File: config.mk
export PLATFORM = sky130hd
export DESIGN_NAME = timed_mission_sequencer_flat
export DESIGN_NICKNAME = d
export VERILOG_FILES = /design/src/tms_pkg.sv /design/src/tms_if.sv /design/src/timed_mission_sequencer.sv /design/src/tms_cfg_regs.sv /design/src/tms_step.sv /design/src/flat_wrapper.sv
export SDC_FILE = /design/constraint.sdc
export NUM_CORES = 1
export LEC_CHECK = 0
export ABC_AREA = 1
export BUFFER_PORTS_ARGS = -buffer_cell sky130_fd_sc_hd__clkbuf_2
export CORE_MARGIN = 2
export CORE_UTILIZATION = 64
export DETAILED_ROUTE_END_ITERATION = 12
export GPL_TIMING_DRIVEN = 0
export PLACE_DENSITY = 0.92
export SYNTH_ARGS = -nofsm -noshare
export SYNTH_HDL_FRONTEND = slang
export SYNTH_SLANG_ARGS = --single-unit
File: constraint.sdc
create_clock -name clk_i -period 7.1 [get_ports clk_i]
set_input_delay 0.355 -clock clk_i [delete_from_list [all_inputs] [get_ports clk_i]]
set_output_delay 0.355 -clock clk_i [all_outputs]
set_load 0.02 [all_outputs]
File: src/tms_pkg.sv
// ----------------------------------------------------------------------------
// tms_pkg: shared types and constants of the timed mission sequencer
// Mission states, drive and claw codes, register indexes and reset values.
// ----------------------------------------------------------------------------
package tms_pkg;

  // Width of one configuration register as seen by software
  localparam int CFG_W    = 16;
  localparam int NUM_REGS = 8;
  localparam int IDX_W    = 3;

  // Register indexes
  localparam logic [IDX_W-1:0] REG_INIT_TIMEOUT = 3'd0;
  localparam logic [IDX_W-1:0] REG_LINE_LOSS    = 3'd1;
  localparam logic [IDX_W-1:0] REG_DRIVE_PHASE  = 3'd2;
  localparam logic [IDX_W-1:0] REG_CLOSE_PHASE  = 3'd3;
  localparam logic [IDX_W-1:0] REG_ROTATE_PHASE = 3'd4;
  localparam logic [IDX_W-1:0] REG_SPIN         = 3'd5;
  localparam logic [IDX_W-1:0] REG_RETURN       = 3'd6;
  localparam logic [IDX_W-1:0] REG_DROP         = 3'd7;

  localparam logic [CFG_W-1:0] CFG_RESET [NUM_REGS] = '{
    16'd500, 16'd50, 16'd50, 16'd50, 16'd50, 16'd100, 16'd500, 16'd50
  };

  // Mission state, one-hot
  typedef enum logic [7:0] {
    MODE_INIT     = 8'b0000_0001,
    MODE_SEARCH   = 8'b0000_0010,
    MODE_PICKUP   = 8'b0000_0100,
    MODE_SPIN     = 8'b0000_1000,
    MODE_RETURN   = 8'b0001_0000,
    MODE_DROP     = 8'b0010_0000,
    MODE_DONE     = 8'b0100_0000,
    MODE_FAILSAFE = 8'b1000_0000
  } mode_e;

  // Mission state as reported on the result channel
  localparam logic [2:0] CODE_INIT     = 3'd0;
  localparam logic [2:0] CODE_SEARCH   = 3'd1;
  localparam logic [2:0] CODE_PICKUP   = 3'd2;
  localparam logic [2:0] CODE_SPIN     = 3'd3;
  localparam logic [2:0] CODE_RETURN   = 3'd4;
  localparam logic [2:0] CODE_DROP     = 3'd5;
  localparam logic [2:0] CODE_DONE     = 3'd6;
  localparam logic [2:0] CODE_FAILSAFE = 3'd7;

  typedef enum logic [1:0] {
    DRV_STOP = 2'd0,
    DRV_LINE = 2'd1,
    DRV_FWD  = 2'd2,
    DRV_SPIN = 2'd3
  } drv_e;

  typedef enum logic [2:0] {
    CLAW_NONE   = 3'd0,
    CLAW_CLOSE  = 3'd1,
    CLAW_ROTATE = 3'd2,
    CLAW_HOLD   = 3'd3,
    CLAW_OPEN   = 3'd4
  } claw_e;

  // One control tick
  typedef struct packed {
    logic line_ok;
    logic target_seen;
    logic motor_rdy;
    logic estop;
  } tms_tick_t;

  // One result beat
  typedef struct packed {
    logic [2:0] mission_state;
    drv_e       drive_mode;
    claw_e      claw_cmd;
    logic       claw_write;
    logic       detect_enable;
  } tms_res_t;

  function automatic logic [2:0] mode_code(mode_e m);
    logic [2:0] c;
    case (m)
      MODE_INIT:     c = CODE_INIT;
      MODE_SEARCH:   c = CODE_SEARCH;
      MODE_PICKUP:   c = CODE_PICKUP;
      MODE_SPIN:     c = CODE_SPIN;
      MODE_RETURN:   c = CODE_RETURN;
      MODE_DROP:     c = CODE_DROP;
      MODE_DONE:     c = CODE_DONE;
      default:       c = CODE_FAILSAFE;
    endcase
    return c;
  endfunction

endpackage

File: src/tms_if.sv
// ----------------------------------------------------------------------------
// tms_if: tick and result channels of the timed mission sequencer
// Valid/ready channels; a beat moves when valid and ready are both high.
// ----------------------------------------------------------------------------
interface tms_in_if;
  logic valid;
  logic ready;
  logic line_ok;
  logic target_seen;
  logic motor_rdy;
  logic estop;

  modport source (output valid, line_ok, target_seen, motor_rdy, estop, input ready);
  modport sink   (input valid, line_ok, target_seen, motor_rdy, estop, output ready);
endinterface

interface tms_out_if;
  logic       valid;
  logic       ready;
  logic [2:0] mission_state;
  logic [1:0] drive_mode;
  logic [2:0] claw_cmd;
  logic       claw_write;
  logic       detect_enable;

  modport source (output valid, mission_state, drive_mode, claw_cmd, claw_write,
                  detect_enable, input ready);
  modport sink   (input valid, mission_state, drive_mode, claw_cmd, claw_write,
                  detect_enable, output ready);
endinterface

File: src/timed_mission_sequencer.sv
// ----------------------------------------------------------------------------
// timed_mission_sequencer: pick-and-place mission controller
// Steps a timed mission one control tick per input beat.
// ----------------------------------------------------------------------------
// Usage
//   in_i  (sink)   : one beat per control tick: line_ok, target_seen,
//                    motor_rdy, estop.
//   out_o (source) : one beat per tick with the mission state, drive mode,
//                    claw command, claw write strobe and detection enable,
//                    all as they stand after that tick.
//   cfg_*          : write-only timing registers (tick counts), indexes 0..7;
//                    write them only while no tick is in flight.
// Path: a tick is registered in the tick register on acceptance and stepped
//   from there straight into the output register, which holds the result
//   beat; a stall at the output can hold the tick in the tick register.
// Throughput: one tick per cycle while the receiver keeps ready high; the step is a
//   single pass of compares and counter updates between the tick register and the result register.
// Reset: mission back in init, counters and line-seen flag cleared, drive
//   stop, no claw command, detection enabled, registers at their defaults.
// Stall: while the receiver holds ready low the result is held; a further tick
//   is still taken only if the tick register is empty, then ready drops.
// ----------------------------------------------------------------------------
module timed_mission_sequencer #(
  parameter int ELAPSED_BITS = 18,
  parameter int TIMEOUT_BITS = 16
) (
  input  logic                      clk_i,
  input  logic                      rst_ni,
  tms_in_if.sink                    in_i,
  tms_out_if.source                 out_o,
  input  logic                      cfg_we_i,
  input  logic [tms_pkg::IDX_W-1:0] cfg_idx_i,
  input  logic [TIMEOUT_BITS-1:0]   cfg_wdata_i
);

  localparam int RegW = (TIMEOUT_BITS > tms_pkg::CFG_W) ? TIMEOUT_BITS : tms_pkg::CFG_W;

  // Timing registers
  logic [RegW-1:0] regs [tms_pkg::NUM_REGS];

  tms_cfg_regs #(
    .TIMEOUT_BITS (TIMEOUT_BITS)
  ) u_cfg (
    .clk_i       (clk_i),
    .rst_ni      (rst_ni),
    .cfg_we_i    (cfg_we_i),
    .cfg_idx_i   (cfg_idx_i),
    .cfg_wdata_i (cfg_wdata_i),
    .regs_o      (regs)
  );

  // Tick register and pipeline control
  logic               tick_v_q;
  tms_pkg::tms_tick_t tick_q;
  logic               out_v_q;
  tms_pkg::tms_res_t  out_q;
  logic               advance;
  logic               step_fire;
  logic               in_fire;

  // advance whenever the result register is empty or being drained
  assign advance   = !out_v_q || out_o.ready;
  assign step_fire = tick_v_q && advance;
  assign in_i.ready = !tick_v_q || advance;
  assign in_fire   = in_i.valid && in_i.ready;

  always_ff @(posedge clk_i or negedge rst_ni) begin
    if (!rst_ni) begin
      tick_v_q <= 1'b0;
    end else if (in_i.ready) begin
      tick_v_q <= in_i.valid;
    end
  end

  // Payload loads only when the beat is taken
  always_ff @(posedge clk_i) begin
    if (in_fire) begin
      tick_q.line_ok     <= in_i.line_ok;
      tick_q.target_seen <= in_i.target_seen;
      tick_q.motor_rdy   <= in_i.motor_rdy;
      tick_q.estop       <= in_i.estop;
    end
  end

  // Mission state
  tms_pkg::mode_e          mode_q,  mode_d;
  logic [ELAPSED_BITS-1:0] elapsed_q, elapsed_d;
  logic [TIMEOUT_BITS:0]   loss_q,  loss_d;
  logic                    seen_q,  seen_d;
  tms_pkg::drv_e           drive_q;
  tms_pkg::claw_e          claw_q;
  logic                    detect_q;
  tms_pkg::tms_res_t       res_d;

  tms_step #(
    .ELAPSED_BITS (ELAPSED_BITS),
    .TIMEOUT_BITS (TIMEOUT_BITS)
  ) u_step (
    .tick_i    (tick_q),
    .mode_i    (mode_q),
    .elapsed_i (elapsed_q),
    .loss_i    (loss_q),
    .seen_i    (seen_q),
    .drive_i   (drive_q),
    .claw_i    (claw_q),
    .detect_i  (detect_q),
    .regs_i    (regs),
    .mode_o    (mode_d),
    .elapsed_o (elapsed_d),
    .loss_o    (loss_d),
    .seen_o    (seen_d),
    .res_o     (res_d)
  );

  // Commit the step and load the result register together
  always_ff @(posedge clk_i or negedge rst_ni) begin
    if (!rst_ni) begin
      mode_q    <= tms_pkg::MODE_INIT;
      elapsed_q <= '0;
      loss_q    <= '0;
      seen_q    <= 1'b0;
      drive_q   <= tms_pkg::DRV_STOP;
      claw_q    <= tms_pkg::CLAW_NONE;
      detect_q  <= 1'b1;
    end else if (step_fire) begin
      mode_q    <= mode_d;
      elapsed_q <= elapsed_d;
      loss_q    <= loss_d;
      seen_q    <= seen_d;
      drive_q   <= res_d.drive_mode;
      claw_q    <= res_d.claw_cmd;
      detect_q  <= res_d.detect_enable;
    end
  end

  always_ff @(posedge clk_i or negedge rst_ni) begin
    if (!rst_ni) begin
      out_v_q <= 1'b0;
    end else if (advance) begin
      out_v_q <= tick_v_q;
    end
  end

  always_ff @(posedge clk_i) begin
    if (step_fire) begin
      out_q <= res_d;
    end
  end

  assign out_o.valid         = out_v_q;
  assign out_o.mission_state = out_q.mission_state;
  assign out_o.drive_mode    = out_q.drive_mode;
  assign out_o.claw_cmd      = out_q.claw_cmd;
  assign out_o.claw_write    = out_q.claw_write;
  assign out_o.detect_enable = out_q.detect_enable;

`ifndef SYNTH
  // A stepped tick always lands in the result register
  a_step_lands: assert property (@(posedge clk_i) disable iff (!rst_ni)
    step_fire |=> out_v_q)
    else $error("stepped tick produced no result beat");

  // Failsafe is terminal
  a_failsafe_terminal: assert property (@(posedge clk_i) disable iff (!rst_ni)
    (mode_q == tms_pkg::MODE_FAILSAFE) |=> (mode_q == tms_pkg::MODE_FAILSAFE))
    else $error("left failsafe");

  // A claw command always names a claw mode
  a_claw_cmd: assert property (@(posedge clk_i) disable iff (!rst_ni)
    (out_v_q && out_q.claw_write) |-> (out_q.claw_cmd != tms_pkg::CLAW_NONE))
    else $error("claw write without claw mode");

  // The reported state matches the committed state once the pipe is drained
  a_state_match: assert property (@(posedge clk_i) disable iff (!rst_ni)
    (out_v_q && !tick_v_q) |-> (out_q.mission_state == tms_pkg::mode_code(mode_q)))
    else $error("reported state differs from mission state");
`endif

endmodule

File: src/tms_cfg_regs.sv
// ----------------------------------------------------------------------------
// tms_cfg_regs: timing register file
// Eight tick-count registers, written through a plain write port.
// ----------------------------------------------------------------------------
module tms_cfg_regs #(
  parameter int TIMEOUT_BITS = 16
) (
  input  logic                         clk_i,
  input  logic                         rst_ni,
  input  logic                         cfg_we_i,
  input  logic [tms_pkg::IDX_W-1:0]    cfg_idx_i,
  input  logic [TIMEOUT_BITS-1:0]      cfg_wdata_i,
  output logic [((TIMEOUT_BITS > tms_pkg::CFG_W) ? TIMEOUT_BITS : tms_pkg::CFG_W)-1:0]
                                       regs_o [tms_pkg::NUM_REGS]
);

  localparam int RegW = (TIMEOUT_BITS > tms_pkg::CFG_W) ? TIMEOUT_BITS : tms_pkg::CFG_W;

  logic [RegW-1:0] regs_q [tms_pkg::NUM_REGS];

  always_ff @(posedge clk_i or negedge rst_ni) begin
    if (!rst_ni) begin
      for (int i = 0; i < tms_pkg::NUM_REGS; i++) begin
        regs_q[i] <= RegW'(tms_pkg::CFG_RESET[i]);
      end
    end else if (cfg_we_i) begin
      regs_q[cfg_idx_i] <= RegW'(cfg_wdata_i);
    end
  end

  assign regs_o = regs_q;

endmodule

File: src/tms_step.sv
// ----------------------------------------------------------------------------
// tms_step: next-state logic of the mission sequencer
// Works out one tick: counters, failsafe checks and the state handler.
// ----------------------------------------------------------------------------
module tms_step #(
  parameter int ELAPSED_BITS = 18,
  parameter int TIMEOUT_BITS = 16
) (
  input  tms_pkg::tms_tick_t        tick_i,
  input  tms_pkg::mode_e            mode_i,
  input  logic [ELAPSED_BITS-1:0]   elapsed_i,
  input  logic [TIMEOUT_BITS:0]     loss_i,
  input  logic                      seen_i,
  input  tms_pkg::drv_e             drive_i,
  input  tms_pkg::claw_e            claw_i,
  input  logic                      detect_i,
  input  logic [((TIMEOUT_BITS > tms_pkg::CFG_W) ? TIMEOUT_BITS : tms_pkg::CFG_W)-1:0]
                                    regs_i [tms_pkg::NUM_REGS],
  output tms_pkg::mode_e            mode_o,
  output logic [ELAPSED_BITS-1:0]   elapsed_o,
  output logic [TIMEOUT_BITS:0]     loss_o,
  output logic                      seen_o,
  output tms_pkg::tms_res_t         res_o
);

  localparam int RegW  = (TIMEOUT_BITS > tms_pkg::CFG_W) ? TIMEOUT_BITS : tms_pkg::CFG_W;
  localparam int LossW = TIMEOUT_BITS + 1;
  localparam int CmpW  = (ELAPSED_BITS > RegW + 2) ? ELAPSED_BITS : RegW + 2;
  localparam int LcW   = (LossW > RegW) ? LossW : RegW;

  localparam logic [ELAPSED_BITS-1:0] ElMax   = '1;
  localparam logic [LossW-1:0]        LossMax = '1;

  tms_pkg::mode_e          mode_a;
  tms_pkg::mode_e          mode_n;
  logic [ELAPSED_BITS-1:0] el_n;
  logic [LossW-1:0]        loss_n;
  logic                    seen_n;
  logic [CmpW-1:0]         t;
  logic [CmpW-1:0]         p1;
  logic [CmpW-1:0]         p2;
  logic [CmpW-1:0]         p3;
  logic                    loss_over;
  tms_pkg::drv_e           drive_n;
  tms_pkg::claw_e          claw_n;
  logic                    sent_n;
  logic                    det_n;

  assign p1 = CmpW'(regs_i[tms_pkg::REG_DRIVE_PHASE]);
  assign p2 = p1 + CmpW'(regs_i[tms_pkg::REG_CLOSE_PHASE]);
  assign p3 = p2 + CmpW'(regs_i[tms_pkg::REG_ROTATE_PHASE]);

  always_comb begin
    // advance both counters, holding at their maximum; the loss counter clears on line_ok
    el_n   = (elapsed_i == ElMax) ? elapsed_i : elapsed_i + 1'b1;
    if (tick_i.line_ok) begin
      loss_n = '0;
    end else begin
      loss_n = (loss_i == LossMax) ? loss_i : loss_i + 1'b1;
    end
    seen_n = seen_i | tick_i.line_ok;
    mode_a = mode_i;

    if (tick_i.estop && (mode_i != tms_pkg::MODE_FAILSAFE)) begin
      mode_a = tms_pkg::MODE_FAILSAFE;
      el_n   = '0;
    end

    loss_over = LcW'(loss_n) > LcW'(regs_i[tms_pkg::REG_LINE_LOSS]);
    if (((mode_a == tms_pkg::MODE_SEARCH) && seen_n) || (mode_a == tms_pkg::MODE_RETURN)) begin
      if (loss_over) begin
        mode_a = tms_pkg::MODE_FAILSAFE;
        el_n   = '0;
      end
    end

    t       = CmpW'(el_n);
    mode_n  = mode_a;
    drive_n = drive_i;
    claw_n  = claw_i;
    det_n   = detect_i;
    sent_n  = 1'b0;

    case (mode_a)
      tms_pkg::MODE_INIT: begin
        drive_n = tms_pkg::DRV_STOP;
        if ((tick_i.line_ok && tick_i.motor_rdy) ||
            (t > CmpW'(regs_i[tms_pkg::REG_INIT_TIMEOUT]))) begin
          mode_n = tms_pkg::MODE_SEARCH;
          loss_n = '0;
          seen_n = 1'b0;
          el_n   = '0;
        end
      end
      tms_pkg::MODE_SEARCH: begin
        drive_n = tms_pkg::DRV_LINE;
        det_n   = 1'b1;
        if (tick_i.target_seen) begin
          det_n  = 1'b0;
          mode_n = tms_pkg::MODE_PICKUP;
          el_n   = '0;
        end
      end
      tms_pkg::MODE_PICKUP: begin
        if (t < p1) begin
          drive_n = tms_pkg::DRV_FWD;
        end else if (t < p2) begin
          drive_n = tms_pkg::DRV_STOP;
          claw_n  = tms_pkg::CLAW_CLOSE;
          sent_n  = 1'b1;
        end else if (t < p3) begin
          claw_n  = tms_pkg::CLAW_ROTATE;
          sent_n  = 1'b1;
        end else begin
          mode_n = tms_pkg::MODE_SPIN;
          loss_n = '0;
          el_n   = '0;
        end
      end
      tms_pkg::MODE_SPIN: begin
        if (t < CmpW'(regs_i[tms_pkg::REG_SPIN])) begin
          drive_n = tms_pkg::DRV_SPIN;
        end else begin
          drive_n = tms_pkg::DRV_STOP;
          mode_n  = tms_pkg::MODE_RETURN;
          loss_n  = '0;
          el_n    = '0;
        end
      end
      tms_pkg::MODE_RETURN: begin
        drive_n = tms_pkg::DRV_LINE;
        claw_n  = tms_pkg::CLAW_HOLD;
        sent_n  = 1'b1;
        if (t > CmpW'(regs_i[tms_pkg::REG_RETURN])) begin
          mode_n = tms_pkg::MODE_DROP;
          el_n   = '0;
        end
      end
      tms_pkg::MODE_DROP: begin
        drive_n = tms_pkg::DRV_STOP;
        claw_n  = tms_pkg::CLAW_OPEN;
        sent_n  = 1'b1;
        if (t > CmpW'(regs_i[tms_pkg::REG_DROP])) begin
          mode_n = tms_pkg::MODE_DONE;
          el_n   = '0;
        end
      end
      tms_pkg::MODE_DONE: begin
        drive_n = tms_pkg::DRV_STOP;
      end
      default: begin
        drive_n = tms_pkg::DRV_STOP;
        claw_n  = tms_pkg::CLAW_OPEN;
        sent_n  = 1'b1;
      end
    endcase
  end

  assign mode_o    = mode_n;
  assign elapsed_o = el_n;
  assign loss_o    = loss_n;
  assign seen_o    = seen_n;

  assign res_o.mission_state = tms_pkg::mode_code(mode_n);
  assign res_o.drive_mode    = drive_n;
  assign res_o.claw_cmd      = claw_n;
  assign res_o.claw_write    = sent_n;
  assign res_o.detect_enable = det_n;

endmodule
File: src/flat_wrapper.sv
// flat-port wrapper written by rule: the top's interface ports become plain ports
module timed_mission_sequencer_flat 
#(
  parameter int ELAPSED_BITS = 18,
  parameter int TIMEOUT_BITS = 16
)
  (clk_i, rst_ni, cfg_we_i, cfg_idx_i, cfg_wdata_i, in_i_valid, in_i_line_ok, in_i_target_seen, in_i_motor_rdy, in_i_estop, in_i_ready, out_o_valid, out_o_mission_state, out_o_drive_mode, out_o_claw_cmd, out_o_claw_write, out_o_detect_enable, out_o_ready);
  tms_in_if in_i_i ();
  tms_out_if out_o_i ();
  input  logic clk_i;
  input  logic rst_ni;
  input  logic cfg_we_i;
  input  logic [tms_pkg::IDX_W-1:0] cfg_idx_i;
  input  logic [TIMEOUT_BITS-1:0] cfg_wdata_i;
  input wire logic [$bits(in_i_i.valid)-1:0] in_i_valid;
  input wire logic [$bits(in_i_i.line_ok)-1:0] in_i_line_ok;
  input wire logic [$bits(in_i_i.target_seen)-1:0] in_i_target_seen;
  input wire logic [$bits(in_i_i.motor_rdy)-1:0] in_i_motor_rdy;
  input wire logic [$bits(in_i_i.estop)-1:0] in_i_estop;
  output wire logic [$bits(in_i_i.ready)-1:0] in_i_ready;
  output wire logic [$bits(out_o_i.valid)-1:0] out_o_valid;
  output wire logic [$bits(out_o_i.mission_state)-1:0] out_o_mission_state;
  output wire logic [$bits(out_o_i.drive_mode)-1:0] out_o_drive_mode;
  output wire logic [$bits(out_o_i.claw_cmd)-1:0] out_o_claw_cmd;
  output wire logic [$bits(out_o_i.claw_write)-1:0] out_o_claw_write;
  output wire logic [$bits(out_o_i.detect_enable)-1:0] out_o_detect_enable;
  input wire logic [$bits(out_o_i.ready)-1:0] out_o_ready;
  assign in_i_i.valid = in_i_valid;
  assign in_i_i.line_ok = in_i_line_ok;
  assign in_i_i.target_seen = in_i_target_seen;
  assign in_i_i.motor_rdy = in_i_motor_rdy;
  assign in_i_i.estop = in_i_estop;
  assign in_i_ready = in_i_i.ready;
  assign out_o_valid = out_o_i.valid;
  assign out_o_mission_state = out_o_i.mission_state;
  assign out_o_drive_mode = out_o_i.drive_mode;
  assign out_o_claw_cmd = out_o_i.claw_cmd;
  assign out_o_claw_write = out_o_i.claw_write;
  assign out_o_detect_enable = out_o_i.detect_enable;
  assign out_o_i.ready = out_o_ready;
  timed_mission_sequencer #(.ELAPSED_BITS(ELAPSED_BITS), .TIMEOUT_BITS(TIMEOUT_BITS)) u_core (.clk_i(clk_i), .rst_ni(rst_ni), .in_i(in_i_i), .out_o(out_o_i), .cfg_we_i(cfg_we_i), .cfg_idx_i(cfg_idx_i), .cfg_wdata_i(cfg_wdata_i));
endmodule
==> results by group <==
Timing
  • Clock Skew: 0.0213 ns
  • Hold slack: 0.0831 ns
  • Count of final setup violators: 0
  • Period Utilization, post-route: 96.4%
  • Final Hold Vio Count: 0
  • Slew Limit Fails: 0
  • Minimum clock period after layout: 6.84 ns
  • Worst-Margin Slew: 1.22 ns
  • Fmax: 146 MHz
  • Slew HR: 18.7%

Routing
  • Initial DRT Pass Iterations: 6
  • Initial drt markers: 1398
  • Detailed-route wire length: 38.7 mm
  • DR vias/cell: 6.26
  • DR vias: 12700
  • DR DRC count: 0
  • DRT antenna net count: 0
  • Routed length per instance: 19.1 um

Die
  • Die Y: 148 um
  • Die width: 148 um
  • Die footprint: 21800 um2
  • Placeable core region: 20200 um2
  • Top Ports: 40
  • Num rows: 52
  • Initial Utilization: 65.3%

Yosys
  • Cells after synthesis: 1667
  • Fraction of registers with async set/reset: 92.8%
  • Syn Nets: 1854
  • Post-synth top cells: nand2_1, inv_1, o21ai_0, ha_1, dfrtp_1
  • YS warnings: 0
  • Cell area after synthesis: 13200 um2
  • Yosys top cell area share: 28.0%
  • Number of synthesized flops with an enable pin: 14
  • Post-synthesis sequential area ratio: 37.6%
  • Count leader, synth: nand2_1
  • Post-synthesis register bit count: 194
  • Synth area leader: dfrtp_1
  • Top post-synthesis cells by area: dfrtp_1, ha_1, nand2_1, inv_1, o21ai_0
  • Ys flop type: dfrtp_1
  • Mean Syn Cell Area: 7.92 um2
  • Post-synth cell types: 55

Setup path
  • R2R setup slack: 0.26 ns
  • CP max stage cell: dfrtp_1
  • Kind of critical path: flop to flop
  • CP peak stage delay: 0.40 ns
  • Crit path max fanout: 17
  • Most frequent CP cell: nand2_1
  • Crit Reg-Reg Startpoint: u_core.loss_q[0]
  • Reg2Reg Depth: 41
  • Crit. End Element: flop
  • CP Data Required Time: 7.30 ns
  • Critical path arrival: 7.04 ns
  • Crit path launch type: flop
  • R2r endpoint: u_core.out_o.mission_state[2]

Hold path
  • Hold crit path type: primary input to flop
  • Hold Path Sink: u_core.tick_q[3]
  • Hold depth: 1
  • Hold Path Origin: in_i_line_ok

Place
  • DP Area: 13800 um2
  • GPL Wtd Cong: 0.975
  • Port-buffer cells: 39
  • Dpl hpwl: 26.5 mm

CTS
  • Clock sinks: 194
  • CTS Buf Count: 17
  • Root Buffer: clkbuf_16
  • CTS tree: yes
  • Worst-path clk slew: 0.07 ns
  • Clk_lat worst skew: 0.46 ns
  • H-Tree Level Count: 4
  • Clk buf depth: 2

Finish
  • Area Growth Syn to Fin: 10.4%
  • Final Net Count: 1930
  • Fin area: 14600 um2
  • Layout cell share with drive strength beyond 1: 10.6%
  • Reg area: 4960 um2
  • Fillers: 1365
  • Multi-input gate area: 7070 um2

Pwr
  • Pwr dens: 290 nW/um2
  • Peak VDD IR: 0.154 mV
  • Leak pwr: 7.41 nW

Global routing
  • GRT overflow: 0
  • Largest net degree at the start of global routing: 98
  • First-pass GRT wire length: 59.9 mm
  • Met1 Usage GRT: 44.0%
  • Vias in the first global route: 12000
  • Met3 Resource Use GR: 9.23%
  • Met2 Use GR: 54.5%
  • Initial antenna violation count: 0
  • GRT Resource Usage Total: 34.9%
  • GR peak layer: met2

Outcome
  • Status: complete, no violations

Flow run
  • Maximum capacitance violations: 0
-- critical path, delay by kind of cell, from the launching register on --
family / cells / cell delay (ns)
adder cells (fa/ha/maj): 3 / 0.74
buffers and inverters: 6 / 0.88
AND/OR/NAND/NOR: 25 / 3.25
AO/OA/AOI/OAI: 7 / 1.30
flip-flops: 1 / 0.40
-- sequential cells by signal, indices dropped and copies added, names as in the netlist, 2 cells and up --
| signal | count |
|---|---|
| u_core.out_o.claw_cmd | 3 |
| u_core.drive_q | 2 |
| u_core.elapsed_q | 18 |
| u_core.out_o.drive_mode | 2 |
| u_core.claw_q | 3 |
| u_core.out_o.mission_state | 3 |
| u_core.mode_q | 8 |
| u_core.u_cfg.regs_o | 128 |
| u_core.tick_q | 4 |
| u_core.loss_q | 17 |
-- where the power goes --
part | switching, mW | internal, mW | leakage (nW) | total, mW
clock network | 0.454 | 0.561 | 0.295 | 1.01
registers | 0.124 | 1.33 | 2.36 | 1.46
logic | 1.13 | 0.638 | 4.76 | 1.77
-- how the worst max path moves through the flow --
stage | slack, ns | endpoint | cells past startpoint | start
after global placement | 0.16 | u_core.out_o.mission_state[2] | 43 | u_core.loss_q[0]
after global routing | -0.06 | u_core.out_o.mission_state[0] | 41 | u_core.loss_q[0]
final | 0.26 | u_core.out_o.mission_state[2] | 41 | u_core.loss_q[0]
after floorplan | 1.67 | u_core.out_o.mission_state[0] | 43 | u_core.loss_q[0]
after CTS | 0.24 | u_core.out_o.mission_state[2] | 41 | u_core.loss_q[0]
after detailed placement | -0.01 | u_core.out_o.mission_state[2] | 43 | u_core.loss_q[0]
-- kinds of logic (layout without fill, tap and decap cells) --
kind of cell    count (synthesis)  after routing  synth area share (%)
xor+xnor                       39             39                  2.59
compound gates                350            350                  15.4
fa+ha+maj                     159            159                  15.2
buf+inv                       313            402                  9.06
flops                         194            194                  37.6
other cells                     0              3                     0
simple gates                  612            612                  20.2
-- layout make-up --
type                       instances  share of cell area, %
antenna                            3                 0.0515
buffer                            35                   1.02
clock buffer                      22                   3.32
clock inverter                    10                  0.849
inverter                         277                   7.37
multi-input combinational       1160                   48.4
sequential                       194                   34.0
tap                              270                   2.32
timing repair buffer              58                   2.62
-- through the flow --
step	setup TNS, ns	instances	utilization, %	setup slack (ns)	power [mW]
6_report	0	2029	72.1	0.256	4.24
5_1_grt	-0.163	2026	72.1	-0.0596	4.49
4_1_cts	0	2009	71.2	0.236	4.15
3_5_place_dp	-0.0175	1977	68.1	-0.0100	3.11
3_3_place_gp	0	1976	67.9	0.161	3.00
2_1_floorplan	0	1667	-	1.67	2.69
-- placed cells by master (no fill, tap or decap), types with 5 or more instances in the layout --
| master | count |
|---|---|
| o21bai_1 | 9 |
| o21ai_0 | 181 |
| nand3_2 | 5 |
| nor4_1 | 7 |
| clkbuf_8 | 5 |
| nand3b_1 | 7 |
| ha_1 | 157 |
| a211oi_1 | 17 |
| o22ai_2 | 10 |
| nor2_2 | 7 |
| dfrtp_1 | 148 |
| o211ai_1 | 10 |
| clkbuf_16 | 17 |
| nand3_1 | 65 |
| nand2_2 | 6 |
| clkbuf_2 | 38 |
| inv_2 | 7 |
| dfstp_2 | 32 |
| edfxtp_1 | 14 |
| inv_1 | 259 |
| nand4_1 | 21 |
| xnor2_1 | 5 |
| o22ai_1 | 6 |
| a21o_1 | 5 |
| buf_4 | 16 |
| clkinvlp_4 | 10 |
| nor2_1 | 79 |
| a21oi_1 | 88 |
| clkbuf_1 | 34 |
| nand2_1 | 359 |
| xor2_1 | 34 |
| nor3_1 | 40 |
-- repair_timing --
item / in CTS / in global routing
setup buffers: 0 / 17
resized for setup: 1 / 12
hold buffers: 1 / 0
endpoints found under the setup margin: 3 / 36
endpoints found under the hold margin: 28 / 0
pin swaps: 0 / 1
-- layer usage --
layer,up-vias,routed length [um]
met2,886,17300
met5,-,0
met1,5917,14500
met4,0,2310
li1,5694,-
met3,212,4560
No activity file was read; power rests on OpenSTA's default activity.
